$ cat src/rtl/core/feature_point_window_admission_defines.svh
// ----------------------------------------------------------------------------
// Feature point window admission - assertion macros
// Shared concurrent assertion forms, clocked and reset-qualified.
// ----------------------------------------------------------------------------
`ifndef FEATURE_POINT_WINDOW_ADMISSION_DEFINES_SVH
`define FEATURE_POINT_WINDOW_ADMISSION_DEFINES_SVH

// same-cycle implication
`define FPWA_ASSERT_NOW(label, clk, rst_n, ante, cons, msg) \
	label: assert property (@(posedge clk) disable iff (!rst_n) (ante) |-> (cons)) \
		else $error(msg);

// next-cycle implication
`define FPWA_ASSERT_NEXT(label, clk, rst_n, ante, cons, msg) \
	label: assert property (@(posedge clk) disable iff (!rst_n) (ante) |=> (cons)) \
		else $error(msg);

`endif

$ cat src/rtl/core/fpwa_pkg.sv
// ----------------------------------------------------------------------------
// fpwa_pkg
// Constants, codes and types of the feature point window admission block.
// ----------------------------------------------------------------------------
package fpwa_pkg;

	localparam int TABLE_DEPTH = 512;
	localparam int COORD_BITS  = 16;
	localparam int FRAC_BITS   = 4;

	localparam int ADDR_W    = $clog2(TABLE_DEPTH);
	localparam int COUNT_W   = $clog2(TABLE_DEPTH + 1);
	localparam int FIELD_W   = 16;
	localparam int OPCODE_W  = 2;
	localparam int VERDICT_W = 2;
	localparam int HELD_W    = 10;
	localparam int MAXPTS_W  = 10;
	localparam int RADIUS_W  = 10;
	localparam int PADDR_W   = 3;
	localparam int PDATA_W   = 32;
	localparam int REG_IDX_W = 1;

	localparam int SQ_W     = 2 * COORD_BITS;
	localparam int DIST_W   = SQ_W + 1;
	localparam int RAD_FX_W = RADIUS_W + FRAC_BITS;
	localparam int R2_W     = 2 * RAD_FX_W;
	localparam int CMP_W    = (DIST_W > R2_W) ? DIST_W : R2_W;
	localparam int LIM_W    = (COUNT_W > MAXPTS_W) ? COUNT_W : MAXPTS_W;

	localparam logic [MAXPTS_W-1:0] MAXPTS_RESET = MAXPTS_W'(512);
	localparam logic [RADIUS_W-1:0] RADIUS_RESET = RADIUS_W'(20);

	localparam logic [OPCODE_W-1:0] OP_CLEAR = 2'd0;
	localparam logic [OPCODE_W-1:0] OP_TRACK = 2'd1;
	localparam logic [OPCODE_W-1:0] OP_CAND  = 2'd2;

	localparam logic [VERDICT_W-1:0] VD_STORED = 2'd0;
	localparam logic [VERDICT_W-1:0] VD_REJECT = 2'd1;
	localparam logic [VERDICT_W-1:0] VD_FULL   = 2'd2;

	localparam logic [REG_IDX_W-1:0] REG_PT_LIMIT      = 1'b0;
	localparam logic [REG_IDX_W-1:0] REG_WINDOW_RADIUS = 1'b1;

	typedef enum logic [2:0] {
		ST_IDLE,
		ST_DECIDE,
		ST_SCAN,
		ST_DRAIN,
		ST_RESULT
	} state_t;

	typedef struct packed {
		logic [COORD_BITS-1:0] x;
		logic [COORD_BITS-1:0] y;
	} point_t;

	typedef struct packed {
		logic busy;
		logic hit_valid;
		logic hit;
	} dist_status_t;

endpackage

$ cat src/rtl/core/fpwa_dist.sv
// ----------------------------------------------------------------------------
// fpwa_dist
// Pipelined window test: |dx|,|dy| -> squares -> sum compare with r^2.
// ----------------------------------------------------------------------------
module fpwa_dist (
	input  logic                         clk,
	input  logic                         arst_n,
	input  logic                         valid_in,
	input  fpwa_pkg::point_t             cand,
	input  fpwa_pkg::point_t             stored,
	input  logic [fpwa_pkg::RADIUS_W-1:0] radius,
	output fpwa_pkg::dist_status_t       status
);

	logic                           v_s2, v_s3, v_s4;
	logic [fpwa_pkg::COORD_BITS-1:0] dx_s2, dy_s2;
	logic [fpwa_pkg::SQ_W-1:0]       sqx_s3, sqy_s3;
	logic                           hit_s4;
	logic [fpwa_pkg::R2_W-1:0]       r2_q;
	logic [fpwa_pkg::RAD_FX_W-1:0]   rfx;
	logic [fpwa_pkg::DIST_W-1:0]     sum;

	assign rfx = {radius, {fpwa_pkg::FRAC_BITS{1'b0}}};
	assign sum = {1'b0, sqx_s3} + {1'b0, sqy_s3};

	always_ff @(posedge clk or negedge arst_n) begin
		if (!arst_n) begin
			v_s2 <= 1'b0;
			v_s3 <= 1'b0;
			v_s4 <= 1'b0;
		end else begin
			v_s2 <= valid_in;
			v_s3 <= v_s2;
			v_s4 <= v_s3;
		end
	end

	always_ff @(posedge clk) begin
		r2_q   <= rfx * rfx;
		dx_s2  <= (cand.x >= stored.x) ? (cand.x - stored.x) : (stored.x - cand.x);
		dy_s2  <= (cand.y >= stored.y) ? (cand.y - stored.y) : (stored.y - cand.y);
		sqx_s3 <= dx_s2 * dx_s2;
		sqy_s3 <= dy_s2 * dy_s2;
		hit_s4 <= fpwa_pkg::CMP_W'(sum) <= fpwa_pkg::CMP_W'(r2_q);
	end

	assign status.busy      = v_s2 | v_s3 | v_s4;
	assign status.hit_valid = v_s4;
	assign status.hit       = hit_s4;

endmodule

$ cat config.mk
export PLATFORM = sky130hd
export DESIGN_NAME = fpwa_dist
export DESIGN_NICKNAME = d
export VERILOG_FILES = /design/src/rtl/core/feature_point_window_admission_defines.svh /design/src/rtl/core/fpwa_pkg.sv /design/src/rtl/core/fpwa_dist.sv
export SDC_FILE = /design/constraint.sdc
export NUM_CORES = 1
export LEC_CHECK = 0
export BUFFER_PORTS_ARGS = -buffer_cell sky130_fd_sc_hd__buf_2
export CAP_MARGIN = 15
export CORE_MARGIN = 3
export CORE_UTILIZATION = 45
export DETAILED_ROUTE_END_ITERATION = 8
export MAX_ROUTING_LAYER = met4
export PLACE_DENSITY = 0.72
export SLEW_MARGIN = 0
export SYNTH_ARGS = -nofsm -noshare
export SYNTH_HDL_FRONTEND = slang
export SYNTH_SLANG_ARGS = --single-unit
export TNS_END_PERCENT = 10
$ cat constraint.sdc
create_clock -name clk -period 6.8 [get_ports clk]
set_input_delay 0.68 -clock clk [delete_from_list [all_inputs] [get_ports clk]]
set_output_delay 0.68 -clock clk [all_outputs]
set_load 0.03 [all_outputs]
# Yosys cells after proc, flatten, opt, wreduce, memory -nomap -nowiden
# Index checks and enable logic that the tools add are counted.
word_totals:
  ff_bits: 120
  inputBits: 77
  output_inout_bits: 3
  elab_cells: 24
op_classes:
  addsub: 5
  multipliers: 3
  n_lt_le_gt_ge: 3
  muxes: 2
  n_bitwise: 2
op_table:
  columns: ["op", "count"]
  rows:
  - ["16-bit by 16-bit multiplier with 32-bit output", 2]
  - ["16-bit subtractor", 4]
  - ["32-bit by 32-bit adder with 33-bit output", 1]
  - ["33-bit by 28-bit <= comparator with 1-bit output", 1]
  - ["16-bit greater-or-equal comparator", 2]
  - ["16-bit 2-to-1 mux", 2]
  - ["10-bit by 10-bit multiplier with 20-bit output", 1]
  - ["1-bit bitwise OR", 2]

# Logic depth before layout (Yosys ltp)
depth:
  word_depth: 2
  depth_mapped: 27
  ltp_nobuf: 25

# Worst setup path after synthesis
# No wires, ideal clock.
synth_path:
  kind: "register -> register"
  startpoint: "register dy_s2[4] in the netlist's numbering"
  endpoint: "register sqy_s3[31] in the netlist's numbering"
  arrival_ns: 6.055
  t_required_ns: 6.680
  path_slack_ns: 0.625
  path_stages_with_launch: 24
  path_cell_list: "dfxtp_1 -> clkbuf_1 -> clkbuf_1 -> nand2_1 -> fa_1 -> fa_1 -> inv_1 -> fa_1 -> inv_1 -> fa_1 -> fa_1 -> fa_1 -> inv_1 -> ha_1 -> a21oi_1 -> o22ai_1 -> nor2_1 -> and3_1 -> nor2_1 -> a21oi_1 -> a21oi_1 -> a2111oi_0 -> a21oi_1 -> xnor2_1"
synth_via:
  elab_chain_cells: 1
synth_lines:
  columns: ["element", "line", "rtl"]
  rows:
  - ["start, declared", "fpwa_dist.sv:16", "logic [fpwa_pkg::COORD_BITS-1:0] dx_s2, dy_s2;"]
  - ["start signal, assigned", "fpwa_dist.sv:41", "dy_s2 <= (cand.y >= stored.y) ? (cand.y - stored.y) : (stored.y - cand.y);"]
  - ["16-bit by 16-bit multiplier with 32-bit output", "fpwa_dist.sv:43", "sqy_s3 <= dy_s2 * dy_s2;"]
  - ["end signal, assigned", "fpwa_dist.sv:43", null]
  - ["end, declared", "fpwa_dist.sv:17", "logic [fpwa_pkg::SQ_W-1:0] sqx_s3, sqy_s3;"]
# Every way passes these cells.

# Worst setup path after layout
layout_path:
  startpoint: "register dx_s2[2] in the netlist's numbering"
  endpoint: "register sqx_s3[24] in the netlist's numbering"
layout_via:
  elab_chain_cells: 1
layout_lines:
  columns: ["element", "line", "rtl"]
  rows:
  - ["start, declared", "fpwa_dist.sv:16", null]
  - ["start signal, assigned", "fpwa_dist.sv:40", "dx_s2 <= (cand.x >= stored.x) ? (cand.x - stored.x) : (stored.x - cand.x);"]
  - ["16-bit by 16-bit multiplier with 32-bit output", "fpwa_dist.sv:42", "sqx_s3 <= dx_s2 * dx_s2;"]
  - ["end signal, assigned", "fpwa_dist.sv:42", null]
  - ["end, declared", "fpwa_dist.sv:17", null]
# Every way passes these cells.

==> results.ini <==
[status]
status=finished, final reports clean

[synth]
synth_compound_area_share_pct=10.7
yosys_warnings=0
synthTopCellsByArea=fa_1, ha_1, inv_1, dfxtp_1, xnor2_1
yosys_most_used_dff=dfxtp_1
netlist_instances=2768
avgSynthCellArea_um2=8.78
synth_edf_count=0
synth-seq-cells=117
netlist.top_cell.by_area=fa_1
ys_seq_area_share_pct=9.70
synth_nets=3584
synthMuxAreaShare_pct=1.10
synth_fa_ha_area_share_pct=49.6
yosysUniqueCellTypes=70
synth_area_um2=24300
synthSimpleGateAreaFrac_pct=11.7
synth_xor_area_share_pct=5.30
netlist.area_leader.share_pct=30.9
async_reset_ff_share_pct=2.56
synth_top_family_by_area=adder cells

[cells_and_area]
drive_gt1_share_pct=6.35
syn_to_final_growth_pct=7.45
final-seq-area_um2=2360
multi_input_area_um2=19100
stdcell_area_um2=26100
final_cell_count_no_fill=3521
num_antenna_cells=0
num-fill-cells=4980
final_nets=3637

[clocking]
h-tree-depth=4
cts_resized=0
cts_buffers=17
cts_max_path_buffers=2
cts_tree=yes
post-cts-setup-buffers=0
cts.sinks=117
cts_hold_buffers=0
clockRootBuffer=clkbuf_16
clk_latency_ns=0.44
clkTransAtPathRegs_ns=0.06

[floorplanning]
coreArea_um2=53000
initial_utilization_pct=45.9
die_h_um=238
io_pins=80
rows=84
die_area_um2=56800
die_x_um=238

[sta]
rsz0062_at_grt=false
finalMaxSlewViolations=0
worst_slew_pin_slew_ns=0.926
setup_tns_ns=0
hold_viol=0
setup_violations=0
layout_min_cycle_time_ns=6.51
skew_ns=0.0111
fmax_mhz=154
timing.hold.ws_ns=0.0308
finalCritPeriodShare_pct=95.7
relSlewSlack_pct=37.9

[place]
placed_area_um2=25500
place_congestion=0.893
portBuffers=79
place.detailed.hpwl_mm=41.0
placed_cells=3490

[detailed_routing]
drt_iter0_markers=931
viasPerCell=5.07
dr.pass1.iters=5
detail_route.wl_per_cell_um=13.7
drc=0
totalWireLength_mm=48.1
ant_nets=0
vias=17844

[setup_path]
arrival_ns=6.83
r2r_setup_slack_ns=0.29
path_cells=and2_1, fa_1, inv_1, fa_1, inv_1, fa_1, inv_1, fa_1, inv_1, fa_1, inv_1, fa_1, inv_1, ha_1, and3_1, nand3_1, o21ai_0, o22a_1, a211oi_1, nor3b_1, buf_4, a311oi_1, o21bai_1, xor2_1
required_ns=7.12
endpoint=sqx_s3[24]$_DFF_P_
critPathBufInv=7
crit-reg2reg-launch=dx_s2[2]$_DFF_P_
path_class=reg2reg
cp_num_cells=24
cpLargestDelayFamily=adder cells
crit_start=dx_s2[2]$_DFF_P_
timing.rr.end=sqx_s3[24]$_DFF_P_
cp-end-kind=flip-flop
critical_path.max_fanout=17
reg2reg_depth=24
slowest_delay_ns=0.53
cp-start-kind=flip-flop
critPathSlowestCell=dfxtp_1

[grt]
grt_first_pass_wirelength_mm=83.6
grt_overflow=0
grt_pass1_vias=18499
track_usage_pct=18.3
grt_max_degree=20
antenna_found_initial=0

[run]
cap_violations=0

[worst_hold_path]
hp-class=in2async

==> synthesized netlist by cell type (5+ instances only) <==
| library cell | number |
|---|---|
| nor3_1 | 20 |
| nor2b_1 | 26 |
| o21ai_0 | 54 |
| nand2b_1 | 17 |
| xnor2_1 | 112 |
| o211ai_1 | 6 |
| mux2i_1 | 21 |
| a21o_1 | 71 |
| inv_1 | 681 |
| and3_1 | 14 |
| dfxtp_1 | 114 |
| ha_1 | 364 |
| and2_1 | 116 |
| nand4_1 | 19 |
| a31o_2 | 9 |
| o21a_1 | 15 |
| mux2_2 | 5 |
| fa_1 | 375 |
| xor2_1 | 35 |
| o21bai_1 | 18 |
| a21boi_0 | 5 |
| o31ai_1 | 5 |
| a221o_1 | 5 |
| a311oi_1 | 5 |
| a211oi_1 | 13 |
| or3_1 | 8 |
| clkbuf_1 | 66 |
| a21oi_1 | 135 |
| a31oi_1 | 11 |
| nor2_1 | 95 |
| or2_2 | 10 |
| nand2_1 | 220 |
| nand3_1 | 25 |
==> area by class of cell <==
class	count	area share, %
tap	688	3.30
clock buffer	17	1.63
sequential	117	9.05
timing repair buffer	110	2.41
clock inverter	14	0.772
multi-input combinational	1894	73.1
inverter	681	9.79
==> worst min-delay path by stage <==
stage | start | cells after the start | to
floorplan | v_s3$_DFF_PN0_ | 0 | v_s4$_DFF_PN0_
global placement | v_s3$_DFF_PN0_ | 0 | v_s4$_DFF_PN0_
detailed placement | v_s2$_DFF_PN0_ | 0 | v_s3$_DFF_PN0_
CTS | arst_n | 1 | v_s2$_DFF_PN0_
global route | arst_n | 1 | v_s3$_DFF_PN0_
finish | arst_n | 1 | v_s2$_DFF_PN0_
==> sequential cells by signal (all words and copies together), names as in the netlist <==
| name | count |
|---|---|
| sqy_s3 | 31 |
| dy_s2 | 16 |
| sqx_s3 | 31 |
| v_s4 | 1 |
| v_s2 | 1 |
| hit_s4 | 1 |
| dx_s2 | 16 |
| r2_q | 19 |
| v_s3 | 1 |
==> through the flow <==
step / setup WS (ns) / util [%]
after CTS: 0.267 / 49.3
final: 0.291 / 49.3
after global routing: 0.0171 / 49.3
after global placement: 0.474 / 48.1
after floorplan: 0.625 / -
after detailed placement: 0.283 / 48.1
==> cell families after synthesis <==
kind of cell | count (synthesis)
buffers and inverters | 757
adder cells (fa/ha/maj) | 739
AND/OR/NAND/NOR | 586
AO/OA/AOI/OAI | 396
XOR/XNOR | 147
flip-flops | 117
multiplexers | 26
==> layer usage <==
metal | vias to the layer above | routed length [um] | track usage (%)
met3 | 64 | 1730 | 1.91
met1 | 8691 | 21600 | 23.4
met5 | - | 0 | -
li1 | 8762 | - | -
met2 | 327 | 24000 | 31.5
met4 | 0 | 790 | 3.90
==> worst register-to-register path: cells and delay by family (launching register included) <==
kind | cells | cell delay (ns)
adders and majority gates | 7 | 3.37
AOI/OAI and AO/OA | 5 | 1.16
and+or+nand+nor | 4 | 0.71
DFF | 1 | 0.53
buffers and inverters | 7 | 0.50
xor gates and xnor gates | 1 | 0.14
==> cells in the final DEF (no fill, tap or decap), types with 6 or more instances in the layout <==
| cell type | count |
|---|---|
| or2_2 | 10 |
| and2_1 | 116 |
| nor2_1 | 94 |
| dfxtp_1 | 110 |
| nand3_1 | 25 |
| a31o_2 | 9 |
| nand2b_1 | 17 |
| buf_4 | 31 |
| and3_1 | 14 |
| inv_1 | 681 |
| o21ai_0 | 54 |
| xnor2_1 | 112 |
| buf_2 | 79 |
| or3_1 | 8 |
| a21o_1 | 71 |
| nand4_1 | 19 |
| o21bai_1 | 18 |
| o211ai_1 | 6 |
| nor3_1 | 20 |
| o21a_1 | 15 |
| a31oi_1 | 11 |
| a211oi_1 | 13 |
| nand2_1 | 220 |
| nor2b_1 | 26 |
| fa_1 | 375 |
| mux2i_1 | 21 |
| xor2_1 | 35 |
| ha_1 | 364 |
| clkbuf_16 | 17 |
| a21oi_1 | 134 |
Power is not shown: default switching activity piles up to over one toggle a cycle in this logic, so the estimate is an artifact.
